==> src/sv/evte_pkg.sv <==
// ----------------------------------------------------------------------------
// evte_pkg
// shared types and codes of the energy voice turn endpointer
// ----------------------------------------------------------------------------
package evte_pkg;

	localparam int FUNC_W   = 3;
	localparam int SAMPLE_W = 16;
	localparam int THR_W    = 15;
	localparam int TICK_W   = 16;
	localparam int MARGIN_W = 27;
	localparam int DELTA_W  = 18;
	localparam int CAUSE_W  = 2;
	localparam int CFG_IDX_W  = 2;
	localparam int CFG_DATA_W = 16;

	localparam logic [FUNC_W-1:0] FUNC_SAMPLE    = 3'd0;
	localparam logic [FUNC_W-1:0] FUNC_TICK      = 3'd1;
	localparam logic [FUNC_W-1:0] FUNC_START     = 3'd2;
	localparam logic [FUNC_W-1:0] FUNC_STOP      = 3'd3;
	localparam logic [FUNC_W-1:0] FUNC_CANCEL    = 3'd4;
	localparam logic [FUNC_W-1:0] FUNC_LINK_UP   = 3'd5;
	localparam logic [FUNC_W-1:0] FUNC_LINK_DOWN = 3'd6;

	localparam logic [CAUSE_W-1:0] CAUSE_NONE    = 2'd0;
	localparam logic [CAUSE_W-1:0] CAUSE_SILENCE = 2'd1;
	localparam logic [CAUSE_W-1:0] CAUSE_LIMIT   = 2'd2;
	localparam logic [CAUSE_W-1:0] CAUSE_MANUAL  = 2'd3;

	localparam logic [CFG_IDX_W-1:0] REG_THRESHOLD = 2'd0;
	localparam logic [CFG_IDX_W-1:0] REG_HOLD      = 2'd1;
	localparam logic [CFG_IDX_W-1:0] REG_LIMIT     = 2'd2;

	localparam logic [THR_W-1:0]  THRESHOLD_RST = 15'd600;
	localparam logic [TICK_W-1:0] HOLD_RST      = 16'd900;
	localparam logic [TICK_W-1:0] LIMIT_RST     = 16'd15000;

	localparam logic [TICK_W-1:0] TICK_MAX = {TICK_W{1'b1}};
	localparam logic signed [MARGIN_W-1:0] MARGIN_MAX = {1'b0, {(MARGIN_W-1){1'b1}}};
	localparam logic signed [MARGIN_W-1:0] MARGIN_MIN = {1'b1, {(MARGIN_W-1){1'b0}}};

	localparam int OPQ_DEPTH = 4;
	localparam int OPQ_AW    = $clog2(OPQ_DEPTH);
	localparam int OPQ_CW    = $clog2(OPQ_DEPTH + 1);
	localparam int RSQ_DEPTH = 2;
	localparam int RSQ_AW    = $clog2(RSQ_DEPTH);
	localparam int RSQ_CW    = $clog2(RSQ_DEPTH + 1);

	typedef struct packed {
		logic [FUNC_W-1:0]         func;
		logic                      last;
		logic signed [DELTA_W-1:0] delta;
	} op_t;

	typedef struct packed {
		logic               is_listening;
		logic               speech_seen;
		logic               link_ok;
		logic               turn_began;
		logic               turn_ended;
		logic [CAUSE_W-1:0] end_cause;
	} res_t;

	typedef struct packed {
		logic [TICK_W-1:0] silence_hold;
		logic [TICK_W-1:0] turn_limit;
	} timer_cfg_t;

endpackage

==> src/sv/evte_front.sv <==
// ----------------------------------------------------------------------------
// evte_front
// accepts items, forms the per-sample margin step and queues decoded operations
// ----------------------------------------------------------------------------
module evte_front import evte_pkg::*; (
	input  logic                       clk,
	input  logic                       arst_n,
	input  logic                       push,
	output logic                       full,
	input  logic [FUNC_W-1:0]          func,
	input  logic signed [SAMPLE_W-1:0] sample,
	input  logic                       block_end,
	input  logic [THR_W-1:0]           threshold,
	output logic                       op_valid,
	output op_t                        op_head,
	input  logic                       op_take
);

	op_t              opq_q [OPQ_DEPTH];
	logic [OPQ_AW-1:0] wr_ptr_q;
	logic [OPQ_AW-1:0] rd_ptr_q;
	logic [OPQ_CW-1:0] cnt_q;

	logic              accept;
	logic              take;
	logic [SAMPLE_W:0] mag;
	op_t               op_new;

	assign full     = (cnt_q == OPQ_CW'(OPQ_DEPTH));
	assign op_valid = (cnt_q != '0);
	assign op_head  = opq_q[rd_ptr_q];
	assign accept   = push && !full;
	assign take     = op_take && op_valid;

	// magnitude of the sample, 32768 included
	always_comb begin
		if (sample[SAMPLE_W-1]) begin
			mag = (SAMPLE_W+1)'(0) - {sample[SAMPLE_W-1], sample};
		end else begin
			mag = {1'b0, sample};
		end
		op_new.func  = func;
		op_new.last  = block_end;
		op_new.delta = DELTA_W'(signed'({1'b0, mag}))
			- DELTA_W'(signed'({1'b0, threshold})) - DELTA_W'(1);
	end

	always_ff @(posedge clk) begin
		if (accept) begin
			opq_q[wr_ptr_q] <= op_new;
		end
	end

	always_ff @(posedge clk or negedge arst_n) begin
		if (!arst_n) begin
			wr_ptr_q <= '0;
			rd_ptr_q <= '0;
			cnt_q    <= '0;
		end else begin
			if (accept) begin
				wr_ptr_q <= wr_ptr_q + OPQ_AW'(1);
			end
			if (take) begin
				rd_ptr_q <= rd_ptr_q + OPQ_AW'(1);
			end
			cnt_q <= cnt_q + OPQ_CW'(accept) - OPQ_CW'(take);
		end
	end

endmodule

==> src/sv/evte_back.sv <==
// ----------------------------------------------------------------------------
// evte_back
// turn state, energy margin and timers, with the result queue
// ----------------------------------------------------------------------------
module evte_back import evte_pkg::*; (
	input  logic       clk,
	input  logic       arst_n,
	input  logic       op_valid,
	input  op_t        op_head,
	output logic       op_take,
	input  timer_cfg_t tcfg,
	output logic       empty,
	input  logic       pop,
	output res_t       res_head
);

	logic                       link_q;
	logic                       listen_q;
	logic                       speech_q;
	logic signed [MARGIN_W-1:0] margin_q;
	logic [TICK_W-1:0]          silence_q;
	logic [TICK_W-1:0]          turn_q;

	res_t              rsq_q [RSQ_DEPTH];
	logic [RSQ_AW-1:0] wr_ptr_q;
	logic [RSQ_AW-1:0] rd_ptr_q;
	logic [RSQ_CW-1:0] cnt_q;

	logic                       exec;
	logic                       take_res;
	logic                       link_d;
	logic                       listen_d;
	logic                       speech_d;
	logic signed [MARGIN_W-1:0] margin_d;
	logic [TICK_W-1:0]          silence_d;
	logic [TICK_W-1:0]          turn_d;
	logic                       began;
	logic [CAUSE_W-1:0]         cause;
	logic signed [MARGIN_W:0]   sum;
	logic signed [MARGIN_W-1:0] sum_sat;
	res_t                       res_new;

	assign exec     = op_valid && (cnt_q != RSQ_CW'(RSQ_DEPTH));
	assign op_take  = exec;
	assign empty    = (cnt_q == '0);
	assign take_res = pop && !empty;
	assign res_head = rsq_q[rd_ptr_q];

	// saturating margin step
	always_comb begin
		sum = {margin_q[MARGIN_W-1], margin_q}
			+ (MARGIN_W+1)'(op_head.delta);
		if (sum[MARGIN_W] != sum[MARGIN_W-1]) begin
			sum_sat = sum[MARGIN_W] ? MARGIN_MIN : MARGIN_MAX;
		end else begin
			sum_sat = sum[MARGIN_W-1:0];
		end
	end

	always_comb begin
		link_d    = link_q;
		listen_d  = listen_q;
		speech_d  = speech_q;
		margin_d  = margin_q;
		silence_d = silence_q;
		turn_d    = turn_q;
		began     = 1'b0;
		cause     = CAUSE_NONE;
		unique case (op_head.func)
			FUNC_SAMPLE: begin
				if (listen_q && link_q) begin
					margin_d = sum_sat;
					if (op_head.last) begin
						if (!sum_sat[MARGIN_W-1]) begin
							speech_d  = 1'b1;
							silence_d = '0;
						end else if (speech_q && (silence_q > tcfg.silence_hold)) begin
							cause = CAUSE_SILENCE;
						end
						margin_d = '0;
					end
				end
			end
			FUNC_TICK: begin
				if (listen_q) begin
					turn_d    = (turn_q == TICK_MAX) ? TICK_MAX : turn_q + TICK_W'(1);
					silence_d = (silence_q == TICK_MAX) ? TICK_MAX : silence_q + TICK_W'(1);
					if (turn_d > tcfg.turn_limit) begin
						cause = CAUSE_LIMIT;
					end
				end
			end
			FUNC_START: begin
				if (link_q && !listen_q) begin
					listen_d  = 1'b1;
					speech_d  = 1'b0;
					margin_d  = '0;
					silence_d = '0;
					turn_d    = '0;
					began     = 1'b1;
				end
			end
			FUNC_STOP: begin
				if (listen_q) begin
					cause = CAUSE_MANUAL;
				end
			end
			FUNC_CANCEL: begin
				listen_d = 1'b0;
			end
			FUNC_LINK_UP: begin
				link_d = 1'b1;
			end
			FUNC_LINK_DOWN: begin
				link_d   = 1'b0;
				listen_d = 1'b0;
			end
			default: begin
			end
		endcase
		if (cause != CAUSE_NONE) begin
			listen_d = 1'b0;
		end
		res_new.is_listening = listen_d;
		res_new.speech_seen  = speech_d;
		res_new.link_ok      = link_d;
		res_new.turn_began   = began;
		res_new.turn_ended   = (cause != CAUSE_NONE);
		res_new.end_cause    = cause;
	end

	always_ff @(posedge clk or negedge arst_n) begin
		if (!arst_n) begin
			link_q    <= 1'b0;
			listen_q  <= 1'b0;
			speech_q  <= 1'b0;
			margin_q  <= '0;
			silence_q <= '0;
			turn_q    <= '0;
		end else if (exec) begin
			link_q    <= link_d;
			listen_q  <= listen_d;
			speech_q  <= speech_d;
			margin_q  <= margin_d;
			silence_q <= silence_d;
			turn_q    <= turn_d;
		end
	end

	always_ff @(posedge clk) begin
		if (exec) begin
			rsq_q[wr_ptr_q] <= res_new;
		end
	end

	always_ff @(posedge clk or negedge arst_n) begin
		if (!arst_n) begin
			wr_ptr_q <= '0;
			rd_ptr_q <= '0;
			cnt_q    <= '0;
		end else begin
			if (exec) begin
				wr_ptr_q <= wr_ptr_q + RSQ_AW'(1);
			end
			if (take_res) begin
				rd_ptr_q <= rd_ptr_q + RSQ_AW'(1);
			end
			cnt_q <= cnt_q + RSQ_CW'(exec) - RSQ_CW'(take_res);
		end
	end

endmodule

==> src/sv/energy_vad_turn_endpointer.sv <==
// ----------------------------------------------------------------------------
// energy_vad_turn_endpointer
// energy voice activity detector that ends a listening turn on silence after
// speech, on a turn limit or on a manual stop
//
// channel   direction  handshake              payload
// input     in         push / full            func, sample, block_end
// result    out        empty / pop            is_listening .. end_cause
// config    in         cfg_valid / cfg_ready  cfg_index, cfg_data
//
// one item per cycle sustained while neither queue is full; a result passes
// through the operation queue and then the result queue before it is on the ports
// a four-entry operation queue parts front from back, a two-entry result
// queue parts the back from the consumer; each side stalls on its own
// reset clears turn state, timers, margin, queues and loads register defaults
// ----------------------------------------------------------------------------
module energy_vad_turn_endpointer import evte_pkg::*; (
	input  logic                       clk,
	input  logic                       arst_n,
	input  logic                       push,
	output logic                       full,
	input  logic [FUNC_W-1:0]          func,
	input  logic signed [SAMPLE_W-1:0] sample,
	input  logic                       block_end,
	output logic                       empty,
	input  logic                       pop,
	output logic                       is_listening,
	output logic                       speech_seen,
	output logic                       link_ok,
	output logic                       turn_began,
	output logic                       turn_ended,
	output logic [CAUSE_W-1:0]         end_cause,
	input  logic                       cfg_valid,
	output logic                       cfg_ready,
	input  logic [CFG_IDX_W-1:0]       cfg_index,
	input  logic [CFG_DATA_W-1:0]      cfg_data
);

	logic [THR_W-1:0]  threshold_q;
	logic [TICK_W-1:0] hold_q;
	logic [TICK_W-1:0] limit_q;

	logic       op_valid;
	op_t        op_head;
	logic       op_take;
	timer_cfg_t tcfg;
	res_t       res_head;

	assign cfg_ready = 1'b1;

	always_ff @(posedge clk or negedge arst_n) begin
		if (!arst_n) begin
			threshold_q <= THRESHOLD_RST;
			hold_q      <= HOLD_RST;
			limit_q     <= LIMIT_RST;
		end else if (cfg_valid && cfg_ready) begin
			unique case (cfg_index)
				REG_THRESHOLD: threshold_q <= cfg_data[THR_W-1:0];
				REG_HOLD:      hold_q      <= cfg_data[TICK_W-1:0];
				REG_LIMIT:     limit_q     <= cfg_data[TICK_W-1:0];
				default: begin
				end
			endcase
		end
	end

	assign tcfg.silence_hold = hold_q;
	assign tcfg.turn_limit   = limit_q;

	evte_front u_front (
		.clk       (clk),
		.arst_n    (arst_n),
		.push      (push),
		.full      (full),
		.func      (func),
		.sample    (sample),
		.block_end (block_end),
		.threshold (threshold_q),
		.op_valid  (op_valid),
		.op_head   (op_head),
		.op_take   (op_take)
	);

	evte_back u_back (
		.clk      (clk),
		.arst_n   (arst_n),
		.op_valid (op_valid),
		.op_head  (op_head),
		.op_take  (op_take),
		.tcfg     (tcfg),
		.empty    (empty),
		.pop      (pop),
		.res_head (res_head)
	);

	assign is_listening = res_head.is_listening;
	assign speech_seen  = res_head.speech_seen;
	assign link_ok      = res_head.link_ok;
	assign turn_began   = res_head.turn_began;
	assign turn_ended   = res_head.turn_ended;
	assign end_cause    = res_head.end_cause;

endmodule
==> config.mk <==
export PLATFORM = sky130hd
export DESIGN_NAME = energy_vad_turn_endpointer
export DESIGN_NICKNAME = d
export VERILOG_FILES = /design/src/sv/evte_pkg.sv /design/src/sv/evte_front.sv /design/src/sv/evte_back.sv /design/src/sv/energy_vad_turn_endpointer.sv
export SDC_FILE = /design/constraint.sdc
export NUM_CORES = 1
export LEC_CHECK = 0
export BUFFER_PORTS_ARGS = -buffer_cell sky130_fd_sc_hd__buf_2
export CORE_AREA = 2 2 145 147
export DETAILED_ROUTE_END_ITERATION = 6
export DIE_AREA = 0 0 147 149
export MAX_ROUTING_LAYER = met4
export PLACE_DENSITY = 0.9
export SETUP_SLACK_MARGIN = 0.4
export SYNTH_ARGS = -nofsm -noshare
export SYNTH_HDL_FRONTEND = slang
export SYNTH_SLANG_ARGS = --single-unit
export TNS_END_PERCENT = 30
==> constraint.sdc <==
create_clock -name clk -period 4.9 [get_ports clk]
set_clock_uncertainty 0.15 [all_clocks]
set_input_delay 0.98 -clock clk [delete_from_list [all_inputs] [get_ports clk]]
set_output_delay 0.98 -clock clk [all_outputs]
set_load 0.02 [all_outputs]
==> results.tsv, run 1 <==
stage	metric	value	unit
status	status	completed	
floorplanning	die_x	147	um
sta	worstMarginPinSlew	1.20	ns
route	final_antenna_net_count	0	
layout	final_nets	1306	
synth	synth_top_area_share	0.246	
sta	hold_ws	0.356	ns
clock_network	cts-resized-gates	0	
synth	avgSynthCellArea	11.1	sq um
setup_path	cp.arrival	4.55	ns
layout	regArea	0.00609	sq mm
synth	synthCells	1121	
route	drc	0	
placed_design	dpl.hpwl	19600	um
clock_network	cts_tree	done	
placed_design	gp_congestion	0.924	
grt	grt_pass1_vias	9188	
synth	synth_top_area_cell	edfxtp_1	
min_path	hold_path_depth	1	
sta	max_freq	233	MHz
clock_network	numCtsBuffers	23	
clock_network	cts_buffer_depth	3	
floorplanning	core_area	0.0206	sq mm
synth	synth_flop_cell	dfrtp_1	
setup_path	crit_type	register to register	
clock_network	hold_buffers	0	
synth	synth_common_cells	nand2_1, dfrtp_1, edfxtp_1	
sta	max-slew-margin-rel	0.202	
synth	yosys.cell_count.top_type	nand2_1	
route	drt-wirelength-per-cell	20.1	um
sta	setup_ws	0.601	ns
sta	finalSetupViolations	0	
synth	synth_edf_count	102	
layout	fillers	1397	
grt	grt_max_degree	79	
setup_path	worstSetupEndpointType	register	
clock_network	clockRootBuffer	clkbuf_16	
clock_network	clock_latency	0.51	ns
floorplanning	dieArea	0.0219	sq mm
run	cap_viol_max_count	0	
setup_path	crit_fanout	13	
floorplanning	fp-row-count	53	
clock_network	path_clk_slew	0.06	ns
setup_path	start_kind	register	
placed_design	portBuffers	51	
synth	synth-async-reset-ratio	0.541	
sta	rsz0062_at_grt	false	
sta	hold_viol	0	
layout	multi_input_area	0.00591	sq mm
synth	yosys.cell_types.count	82	
sta	period_share	0.877	
min_path	min_to	hold_q[14]$_DFFE_PN0P_	
sta	drv_slew	0	
layout	areaGrowthSynthToFinish	10.4	%
synth	synth_area	0.0125	sq mm
floorplanning	pin_count	53	
setup_path	worst_r2r_path_depth	16	
power	leakage	6.04	nW
route	drt-total-wl	29500	um
grt	track_usage	0.284	
min_path	hold_class	register to register	
layout	final_layout_size_suffix_gt1_frac	0.175	
grt	grt-ovfl-total	0	
layout	antenna_cells	0	
grt	grt_pass1_wl	48000	um
clock_network	cts_num_sinks	222	
route	num_vias	9259	
grt	antenna_found_initial	0	
setup_path	r2r_slack	0.60	ns
synth	ys_seq_area_frac	0.488	
synth	ys_top_cells_by_area	edfxtp_1, dfrtp_1, ha_1, mux4_2, mux2_2	
synth	synth_nets	1252	
setup_path	worstPathRequired	5.15	ns
clock_network	cts_max_level	1	
sta	fin_setup_tns	0	ns
route	drtIter0Drc	1122	
power	irDropWorstVdd	337	uV
route	drt_pass1_iterations	5	
setup_path	reg2reg_to	u_back.listen_q$_DFFE_PN0P_	
floorplanning	start_util	0.607	
placed_design	pre_cts_ws	0.209	ns
power	power_density	544	mW/mm^2
route	viasPerCell	6.32	
min_path	hp-start	hold_q[14]$_DFFE_PN0P_	
clock_network	cts_setup_buffers	0	
synth	synth-seq-cells	222	
floorplanning	die_height	149	um
setup_path	worstReg2RegStart	u_back.turn_q[6]$_DFFE_PN0P_	
sta	fin_crit	4.30	ns
synth	ys_warn_count	0	
logic make-up after synthesis:
kind of cell | count (synthesis) | synth area share
AO/OA/AOI/OAI | 278 | 0.147
buffers and inverters | 124 | 0.0395
flip-flops | 222 | 0.488
AND/OR/NAND/NOR | 275 | 0.108
adder cells (fa/ha/maj) | 88 | 0.0901
other | 1 | 0.000301
XOR/XNOR | 67 | 0.0470
multiplexers | 66 | 0.0794
worst max-delay path, cell delays in order, from the launching register on:
cell and delay [ns]:
dfrtp_1 0.43, and3_1 0.24, and3_1 0.23, nand2_1 0.07
nor2_1 0.25, nand3_1 0.43, and2_1 0.35, ha_1 0.19
nor2b_1 0.12, o21ai_0 0.09, nand2b_1 0.08, a21oi_1 0.06
o21ai_0 0.25, a221oi_1 0.13, a311oi_1 0.69, nor4_2 0.16
mux2_2 0.30
layout by cell type, fill, tap and decap left out, types with 5 or more instances in the layout:
master	instances
nand2_1	108
dfrtp_1	104
edfxtp_1	102
inv_1	87
ha_1	85
a21oi_1	73
o21ai_0	61
nor2_1	50
buf_2	50
xnor2_1	47
mux2_2	41
a21o_1	24
clkbuf_16	23
nand3_1	22
mux4_2	22
xor2_1	20
a22oi_1	19
and3_1	17
a22o_1	15
dfstp_2	15
nor2b_1	13
o21ai_1	13
buf_4	13
a31oi_1	10
nand4_1	10
nor3_1	9
and2_1	8
or2_2	7
o31ai_1	7
nand2b_1	6
o21bai_1	6
a211oi_1	5
clkbuf_1	5
final cells by class:
class | instances | area share
multi-input combinational | 775 | 0.429
sequential | 222 | 0.442
timing repair buffer | 64 | 0.0261
tap | 275 | 0.0250
clock buffer | 29 | 0.0441
clock inverter | 12 | 0.00999
inverter | 89 | 0.0243
layer usage:
metal	vias up	track usage	share of wire	routed length (um)
met5	-	-	0	0
met4	0	0.118	0.044	1290
met3	111	0.0352	0.062	1840
met2	434	0.482	0.50	14800
met1	4528	0.350	0.39	11500
li1	4186	-	-	-
power breakdown:
group	total [mW]	internal (mW)	switching [mW]
sequential	2.76	2.52	0.241
combinational	2.97	1.18	1.79
clock	1.76	1.04	0.726
flip-flops by register name (all words and copies together), names as in the netlist:
name              flops
u_back.turn_q        16
u_front.opq_q        88
u_back.margin_q      27
u_front.cnt_q         3
u_back.silence_q     16
hold_q               16
u_back.cnt_q          2
u_back.wr_ptr_q       1
u_back.rsq_q         14
u_front.rd_ptr_q      2
threshold_q          15
limit_q              16
u_back.speech_q       1
u_back.listen_q       1
u_front.wr_ptr_q      2
u_back.link_q         1
u_back.rd_ptr_q       1
through the flow:
step / utilization / instance area (sq um) / std cells / power (mW)
global route: 0.670 / 13800 / 1466 / 7.88
finish: 0.670 / 13800 / 1466 / 7.49
CTS: 0.670 / 13800 / 1466 / 7.45
global placement: 0.634 / 13000 / 1425 / 5.39
detailed placement: 0.634 / 13000 / 1425 / 5.60
floorplan: - / 12500 / 1121 / 4.86
worst max path at each step:
stage,start,end,slack (ns),depth (start not counted)
CTS,u_front.rd_ptr_q[1]$_DFFE_PN0P_,u_back.margin_q[25]$_DFFE_PN0P_,0.65,14
floorplan,sample[6],u_front.opq_q[0][15]$_DFFE_PP_,0.58,13
finish,u_back.turn_q[6]$_DFFE_PN0P_,u_back.listen_q$_DFFE_PN0P_,0.60,16
detailed placement,sample[6],u_front.opq_q[3][15]$_DFFE_PP_,0.21,14
global route,u_back.turn_q[6]$_DFFE_PN0P_,u_back.listen_q$_DFFE_PN0P_,0.40,15
global placement,sample[6],u_front.opq_q[0][15]$_DFFE_PP_,0.31,14
Power figures use the tool's default switching activity.
==> run 2, diff against run 1 <==
--- a/config.mk
+++ b/config.mk
@@ -5,12 +5,12 @@
 export SDC_FILE = /design/constraint.sdc
 export NUM_CORES = 1
 export LEC_CHECK = 0
-export BUFFER_PORTS_ARGS = -buffer_cell sky130_fd_sc_hd__buf_2
-export CORE_AREA = 2 2 145 147
+export CORE_AREA = 2 2 143 145
 export DETAILED_ROUTE_END_ITERATION = 6
-export DIE_AREA = 0 0 147 149
+export DIE_AREA = 0 0 145 147
+export DONT_BUFFER_PORTS = 1
 export MAX_ROUTING_LAYER = met4
-export PLACE_DENSITY = 0.9
+export PLACE_DENSITY_LB_ADDON = 0.2
 export SETUP_SLACK_MARGIN = 0.4
 export SYNTH_ARGS = -nofsm -noshare
 export SYNTH_HDL_FRONTEND = slang
==> results.tsv, run 2 (synthesis results as in run 1) <==
stage	metric	value	unit
floorplanning	die_x	145	um
clock_network	clock_latency	0.53	ns
clock_network	cts-resized-gates	0	
grt	grtUsageMet1	0.353	
min_path	hold_class	primary input to async pin	
route	num_vias	8496	
status	status	completed	
placed_design	gp_congestion	0.859	
layout	regArea	0.00608	sq mm
sta	period_share	0.856	
setup_path	worstPathRequired	5.16	ns
layout	top_register	u_front.opq_q	
route	drt-wirelength-per-cell	18.6	um
grt	grt_pass1_wl	43700	um
route	drt_pass1_iterations	6	
setup_path	crit_type	register to register	
sta	finalSetupViolations	0	
route	final_antenna_net_count	0	
layout	final_nets	1260	
clock_network	cts_num_sinks	222	
setup_path	worstReg2RegStart	u_front.rd_ptr_q[1]$_DFFE_PN0P_	
sta	max_freq	238	MHz
power	leakage	5.87	nW
floorplanning	dieArea	0.0213	sq mm
clock_network	numCtsBuffers	24	
grt	use_met2	0.419	
layout	antenna_cells	0	
layout	fillers	1485	
placed_design	dp.cells	1371	
sta	fin_setup_tns	0	ns
floorplanning	die_height	147	um
sta	drv_slew	0	
grt	grt_busiest_layer	met2	
layout	final_layout_size_suffix_gt1_frac	0.142	
route	drc	0	
placed_design	pre_cts_ws	0.370	ns
sta	fin_crit	4.20	ns
sta	max-slew-margin-rel	0.383	
run	cap_viol_max_count	0	
setup_path	worst_r2r_path_depth	12	
grt	antenna_found_initial	0	
layout	final_util	0.685	
grt	grt_max_degree	94	
layout	multi_input_area	0.00591	sq mm
floorplanning	fp-row-count	52	
sta	hold_viol	0	
clock_network	path_clk_slew	0.06	ns
route	drtIter0Drc	495	
floorplanning	start_util	0.629	
floorplanning	core_area	0.0198	sq mm
grt	grt-ovfl-total	0	
clock_network	cts_buffer_depth	3	
layout	final_common_cell	nand2_1	
layout	areaGrowthSynthToFinish	9.00	%
route	viasPerCell	6.00	
placed_design	portBuffers	0	
floorplanning	pin_count	53	
layout	final_cells	1417	
power	irDropWorstVdd	286	uV
clock_network	cts_tree	done	
clock_network	cts_max_level	1	
setup_path	crit_path_start	u_front.rd_ptr_q[1]$_DFFE_PN0P_	
sta	worstMarginPinSlew	0.923	ns
clock_network	hold_buffers	2	
setup_path	crit_fanout	12	
layout	top_regs	u_front.opq_q (88), u_back.margin_q (27)	
placed_design	dpl.hpwl	17700	um
sta	setup_ws	0.705	ns
clock_network	cts_setup_buffers	0	
setup_path	start_kind	register	
setup_path	cp.arrival	4.46	ns
layout	largest_register_ffs	88	
grt	grt_pass1_vias	8543	
sta	rsz0062_at_grt	false	
clock_network	clockRootBuffer	clkbuf_16	
power	power_density	535	mW/mm^2
layout	final_cell_mix	nand2_1, dfrtp_1, edfxtp_1, inv_1, ha_1	
grt	track_usage	0.262	
setup_path	worstSetupEndpointType	register	
grt	grtUsageMet3	0.0488	
route	drt-total-wl	26300	um
-- run 2: changes by cell type in the layout (fill, tap and decap cells not counted), sizes merged --
| cell | before | now |
|---|---|---|
| clkinv | 9 | 8 |
| dlygate4sd3 | 0 | 1 |
| buf | 64 | 16 |
| clkinvlp | 0 | 2 |
| bufinv | 3 | 2 |
| clkbuf | 29 | 32 |
-- run 2: critical path, cell delays in order (launching register included) --
cell and delay (ns):
dfrtp_1 0.73, buf_4 0.28, mux4_2 0.33, ha_1 0.38
a21oi_1 0.27, o21ai_1 0.13, a21oi_2 0.18, a31oi_2 0.16
a31oi_2 0.37, a32oi_4 0.23, o32ai_2 0.45, nor4_2 0.10
mux2_2 0.29
-- run 2: worst paths after layout --
path                                                   endpoint  slack [ns]
max in group asynchronous       u_back.margin_q[25]$_DFFE_PN0P_        3.24
worst min register to register  u_back.margin_q[26]$_DFFE_PN0P_        0.36
min in group clk                u_back.margin_q[26]$_DFFE_PN0P_        0.36
worst min-delay path                      hold_q[4]$_DFFE_PN0P_        0.02
worst max register to register      u_back.listen_q$_DFFE_PN0P_        0.70
worst max-delay path                u_back.listen_q$_DFFE_PN0P_        0.70
-- run 2: layout make-up --
cell class / count / share of cell area
multi-input combinational: 775 / 0.434
tap: 270 / 0.0248
clock inverter: 12 / 0.00948
inverter: 89 / 0.0247
sequential: 222 / 0.448
timing repair buffer: 17 / 0.0120
clock buffer: 32 / 0.0471
-- run 2: where the power goes --
part           switching (mW)  internal, mW
clock network           0.738          1.03
registers               0.214          2.51
logic                    1.63          1.14
-- run 2: per-stage QoR --
step	instance area (sq um)	power, mW	hold slack [ns]
floorplan	12500	4.86	0.306
detailed placement	12800	5.49	0.344
CTS	13600	7.32	0.00290
finish	13600	7.27	0.0161
global route	13600	7.75	0.00227
global placement	12800	5.38	0.321
-- run 2: layer usage --
layer / up-vias / part of all wire
li1: 4087 / -
met1: 4165 / 0.45
met2: 207 / 0.47
met3: 37 / 0.059
met4: 0 / 0.016
met5: - / 0
